===== config.mk =====
export PLATFORM = sky130hd
export DESIGN_NAME = scbc_match
export DESIGN_NICKNAME = d
export VERILOG_FILES = /design/src/sv/scbc_pkg.sv /design/src/sv/scbc_match.sv
export SDC_FILE = /design/constraint.sdc
export NUM_CORES = 1
export LEC_CHECK = 0
export ABC_AREA = 1
export ABC_CLOCK_PERIOD_IN_PS = 6400
export BUFFER_PORTS_ARGS = -buffer_cell sky130_fd_sc_hd__buf_2
export CORE_MARGIN = 5
export CORE_UTILIZATION = 50
export DETAILED_ROUTE_END_ITERATION = 8
export PLACE_DENSITY = 0.76
export SLEW_MARGIN = 10
export SYNTH_ARGS = -nofsm -noshare
export SYNTH_HDL_FRONTEND = slang
export SYNTH_SLANG_ARGS = --single-unit

===== constraint.sdc =====
create_clock -name vclk -period 6.4
set_clock_uncertainty 0.15 [all_clocks]
set_input_delay 0.32 -clock vclk [all_inputs]
set_output_delay 0.32 -clock vclk [all_outputs]
set_load 0.01 [all_outputs]

===== src/sv/scbc_pkg.sv =====
package scbc_pkg;

  // Field widths of the pixel transactions.
  localparam int PIXEL_W     = 8;
  localparam int COLUMN_W    = 9;
  localparam int ROW_W       = 8;
  localparam int FRAME_W     = 16;
  localparam int DRAW_SLOT_W = 4;
  localparam int OFFSET_W    = 3;

  // Configuration port.
  localparam int CFG_IDX_W  = 3;
  localparam int CFG_DATA_W = 9;
  localparam int COUNT_W    = 5;
  localparam int RADIUS_W   = 8;

  typedef enum logic [CFG_IDX_W-1:0] {
    CFG_SAMPLE_COUNT     = 3'd0,
    CFG_REQUIRED_MATCHES = 3'd1,
    CFG_MATCH_RADIUS     = 3'd2,
    CFG_IMAGE_WIDTH      = 3'd3,
    CFG_IMAGE_HEIGHT     = 3'd4
  } cfg_idx_e;

  localparam logic [COUNT_W-1:0]  RST_SAMPLE_COUNT     = 5'd16;
  localparam logic [COUNT_W-1:0]  RST_REQUIRED_MATCHES = 5'd2;
  localparam logic [RADIUS_W-1:0] RST_MATCH_RADIUS     = 8'd20;
  localparam logic [COLUMN_W-1:0] RST_IMAGE_WIDTH      = 9'd320;
  localparam logic [ROW_W-1:0]    RST_IMAGE_HEIGHT     = 8'd240;

  typedef enum logic [1:0] {
    S_IDLE,
    S_EVAL,
    S_NBR
  } state_e;

endpackage


===== src/sv/scbc_match.sv =====
module scbc_match #(
  parameter int LANES = 16,
  parameter int CNT_W = 5
) (
  input  logic [LANES-1:0][scbc_pkg::PIXEL_W-1:0] samples_i,
  input  logic [scbc_pkg::PIXEL_W-1:0]            pixel_i,
  input  logic [scbc_pkg::RADIUS_W-1:0]           radius_i,
  input  logic [CNT_W-1:0]                        count_i,
  input  logic [scbc_pkg::COUNT_W-1:0]            required_i,
  output logic                                    background_o
);
  import scbc_pkg::*;

  logic [LANES-1:0]   hits;
  logic [PIXEL_W-1:0] diff [LANES];
  logic [CNT_W-1:0]   hit_cnt;

  // Each lane compares independently; only lanes below the active count vote.
  always_comb begin
    for (int i = 0; i < LANES; i++) begin
      diff[i] = (pixel_i > samples_i[i]) ? pixel_i - samples_i[i]
                                         : samples_i[i] - pixel_i;
      hits[i] = (CNT_W'(i) < count_i) && (diff[i] < radius_i);
    end
  end

  assign hit_cnt      = CNT_W'($countones(hits));
  assign background_o = (8'(hit_cnt) >= 8'(required_i));

endmodule


Word-level counts from Yosys, hierarchy flattened
Index checks and enable logic that the tools add are counted.
W data, S select, Z words.
{ "totals": {"register_bits": 0, "elab_cells": 128} }
{ "op_classes": {"n_addsub": 47, "order_cmp": 49, "mux": 16, "n_reduce_logical": 16} }
{ "ops": {"columns": ["operator", "count"], "rows": [
  ["$sub A8 B8 Y8", 32],
  ["$gt A8 B8 Y1", 16],
  ["$lt A8 B8 Y1", 16],
  ["$mux W8", 16],
  ["$lt A4 B5 Y1 const A", 8],
  ["$lt A3 B5 Y1 const A", 4],
  ["$add A1 B1 Y2", 8],
  ["$logic_and A1 B1 Y1", 16],
  ["$add A2 B2 Y3", 4],
  ["$lt A1 B5 Y1 const A", 2],
  ["$lt A2 B5 Y1 const A", 2],
  ["$add A3 B3 Y4", 2],
  ["$add A4 B4 Y5", 1],
  ["$ge A5 B5 Y1", 1]
]} }

Depth between registers and ports, before layout
{ "logic_depth": {"depth_word": 9, "ltp_mapped": 33, "depth_no_buf": 33} }

Worst setup path after synthesis
No wires, ideal clock.
{ "synth_timing": {"path_kind": "input-to-output", "from": "in pixel_i[1] (netlist bit)", "to": "out background_o", "t_arrival_ps": 6311, "setup_slack_ps": -381, "path_stages": 30, "n_path_buf": 0, "cell_sequence": "inv_1 ha_1 nand2_1 nand2_1 inv_1 nand2_1 nand2_1 nand3_1 nand3_1 nand2_1 inv_1 ha_1 nand2_1 nor2_1 a211oi_1 nand3_1 fa_1 inv_1 fa_1 inv_1 fa_1 inv_1 fa_1 ha_1 fa_1 nand2_1 a21boi_0 ha_1 nand2_1 o311ai_0"} }
{ "synth_via": {"elab_chain_cells": 9} }
{ "synth_rtl": {"columns": ["element", "line_no", "text"], "rows": [
  ["start: declaration", "scbc_match.sv:6", "input logic [scbc_pkg::PIXEL_W-1:0] pixel_i,"],
  ["$sub A8 B8 Y8, or another cell as far along", "scbc_match.sv:22", ": samples_i[i] - pixel_i;"],
  ["$mux W8", "scbc_match.sv:21", "diff[i] = (pixel_i > samples_i[i]) ? pixel_i - samples_i[i]"],
  ["$lt A8 B8 Y1", "scbc_match.sv:23", "hits[i] = (CNT_W'(i) < count_i) && (diff[i] < radius_i);"],
  ["$logic_and A1 B1 Y1", "scbc_match.sv:23", null],
  ["$add A1 B1 Y2 (not written as such)", "scbc_match.sv:27", "assign hit_cnt = CNT_W'($countones(hits));"],
  ["$add A2 B2 Y3 (not written as such)", "scbc_match.sv:27", null],
  ["$add A3 B3 Y4 (not written as such)", "scbc_match.sv:27", null],
  ["$add A4 B4 Y5 (not written as such) *", "scbc_match.sv:27", null],
  ["$ge A5 B5 Y1 *", "scbc_match.sv:28", "assign background_o = (8'(hit_cnt) >= 8'(required_i));"],
  ["end: declaration", "scbc_match.sv:10", "output logic background_o"]
]} }
Every way passes the cells marked *; elsewhere a longest branch is shown, timed or not.

Worst setup path in the final report
{ "layout_timing": {"from": "in pixel_i[0] (netlist bit)", "to": "out background_o"} }
The elaborated chain is that of the path after synthesis.

==> impl_metrics.toml <==
[synthesis]
syn_area_per_cell_um2 = 5.869
synthesis.area_um2 = 16030
ys_top_cells_by_count = "913 x nand2_1, 514 x inv_1, 362 x ha_1"
synth_top_area_share_pct = 28.26
synth_cells = 2731
synth.distinct_cells = 37
yosysMostFrequentCell = "nand2_1"
ys_seq_area_share_pct = 0
synth_fp_nets = 3289
yosysWarnings = 0
yosys-top-cells-area = "ha_1 28%, nand2_1 21%, inv_1 12%"
yosysTopAreaCell = "ha_1"

[pwr]
power_density_nw_per_um2 = 179.5
ir_drop_v = 0.0002938
p_leak_nw = 12.58
fin_total_pwr_mw = 3.666

[cells_and_area]
fin_nets = 3779
regArea_um2 = 0
nFlopsAndLatches = 0
drive_above_1_share_pct = 22.52
final_area_um2 = 20420
nClkBuffers = 0
syn_to_final_growth_pct = 27.41
final_cells = 3622

[detailed_routing]
routed_wl_um = 56230
num_vias = 19010
drc = 0
wl_per_cell_um = 15.53
first_pass_iters = 6
drt-initial-drc-count = 1333
ant_nets = 0
via_per_inst = 5.248

[worst_setup_path]
worstPathMaxFanout = 9
cp-start-kind = "primary input"
cpMostUsedCell = "nand2_1"
slowest_delay_ns = 0.63
required_ns = 5.93
cp.arrival_ns = 6.55
cp_slowest_cell = "fa_2"
cp-end-kind = "primary output"
crit_type = "primary input to primary output"

[sta]
min_period_ns = 7.017
rsz0062_at_grt = "true"
setup_tns_ns = -0.6168
slew_headroom_pct = 46.79
worst_slack_ns = -0.6168
final_hold_viol_count = 0
fmax_mhz = 142.5
tightest_slew_ns = 0.7899
slew_violations = 0
setup_viol = 1
fin_crit_sh_pct = 109.6

[floorplanning]
die_area_um2 = 35740
fp.dieW_um = 189.1
start_util_pct = 50.67
rows = 65
ioPinCount = 155
core_um2 = 31640
chipHeight_um = 189.1

[global_routing]
grtUsageTotal_pct = 30.27
grt_max_degree = 17
grt_pass1_wl_um = 90180
use_met2_pct = 54.26
grt_antenna_before_repair = 1
grt_use_met3_pct = 2.581
grt_most_used_layer = "met2"
met1_usage_pct = 38.48
globalRouteOverflowTotal = 0
grt_pass1_vias = 18910

[status]
violations = "negative setup slack"
status = "finished with violations"

[min_path]
hold_path_class = "primary input to primary output"

[placement]
place_congestion = 0.9799
post_dp_cell_area_um2 = 20060
io_buffers = 155
hpwl_um = 46900
dpl.cell_count = 3609

[run]
maxCapViolCount = 0

[cts]
postCtsHoldBufs = 0
## placed cells by master, fill, tap and decap left out, types with 3 or more instances in the layout
| cell type | netlist | final |
|---|---|---|
| inv_1 | 514 | 510 |
| buf_2 | 28 | 155 |
| nand3_2 | 17 | 30 |
| nand3_1 | 242 | 229 |
| a21o_1 | 9 | 9 |
| buf_12 | 0 | 22 |
| o21bai_1 | 7 | 7 |
| fa_1 | 42 | 28 |
| o21ai_2 | 16 | 17 |
| xnor2_1 | 39 | 39 |
| nand2_1 | 913 | 905 |
| ha_4 | 0 | 3 |
| fa_2 | 0 | 14 |
| xor2_1 | 49 | 49 |
| nor2_1 | 86 | 86 |
| nand2_2 | 34 | 36 |
| o21a_1 | 16 | 16 |
| o21ai_0 | 28 | 24 |
| nand2_4 | 2 | 9 |
| or2_2 | 16 | 16 |
| buf_4 | 11 | 364 |
| o21ai_1 | 27 | 30 |
| nand4_1 | 63 | 63 |
| a21oi_1 | 147 | 132 |
| a21oi_2 | 4 | 19 |
| ha_1 | 362 | 357 |
| inv_2 | 5 | 7 |
| inv_4 | 8 | 7 |
| nor2_2 | 15 | 15 |
## cells by family after synthesis
logic type / count (synthesis) / share of synthesized area (%)
and+or+nand+nor: 1395 / 37.51
xor gates and xnor gates: 88 / 4.808
adders and majority gates: 404 / 33.50
buffers and inverters: 582 / 14.90
AOI/OAI and AO/OA: 262 / 9.273
## metal layers
| layer | wire [um] | vias up |
|---|---|---|
| met2 | 26550 | 619 |
| met3 | 3530 | 136 |
| li1 | - | 9589 |
| met4 | 2106 | 2 |
| met1 | 24040 | 8663 |
| met5 | 7 | - |
## final timing paths
kind	from	endpoint	slack (ns)	depth (start not counted)
min	required_i[0]	background_o	1.01	4
max	pixel_i[0]	background_o	-0.62	33
## final cells by class
cell class         instances  area (um^2)
inverters                527         2008
fillers                 2935        11210
diodes                     1        2.502
well taps                402        503.0
repair buffers           542         3976
multi-input cells       2150        13930
## critical path, delay by kind of cell
family,cells,cell delay [ns]
buf+inv,7,0.74
fa+ha+maj,10,3.89
compound gates,5,0.69
simple gates,11,0.89
## through the flow
step	setup WS [ns]	utilization, %	hold WS, ns
final	-0.6168	64.55	1.014
after global routing	-0.8423	64.54	1.025
after CTS	-0.5451	63.96	1.019
after detailed placement	-0.6476	63.39	1.021
after global placement	-0.4752	63.39	0.9852
after floorplan	0.002882	-	0.7762
## power by group
part	total (mW)	switching [mW]	internal, mW
combinational	3.67	2.06	1.61
sequential	0	0	0
clock	0.0000000210	0	0.0000000210
## repair_timing
action | 4_1_cts | 5_1_grt
gates cloned | 2 | 0
resized for setup | 26 | 38
endpoints found under the setup margin | 1 | 1
pin swaps | 16 | 24
setup buffers | 4 | 6
No activity file was read; power rests on OpenSTA's default activity.
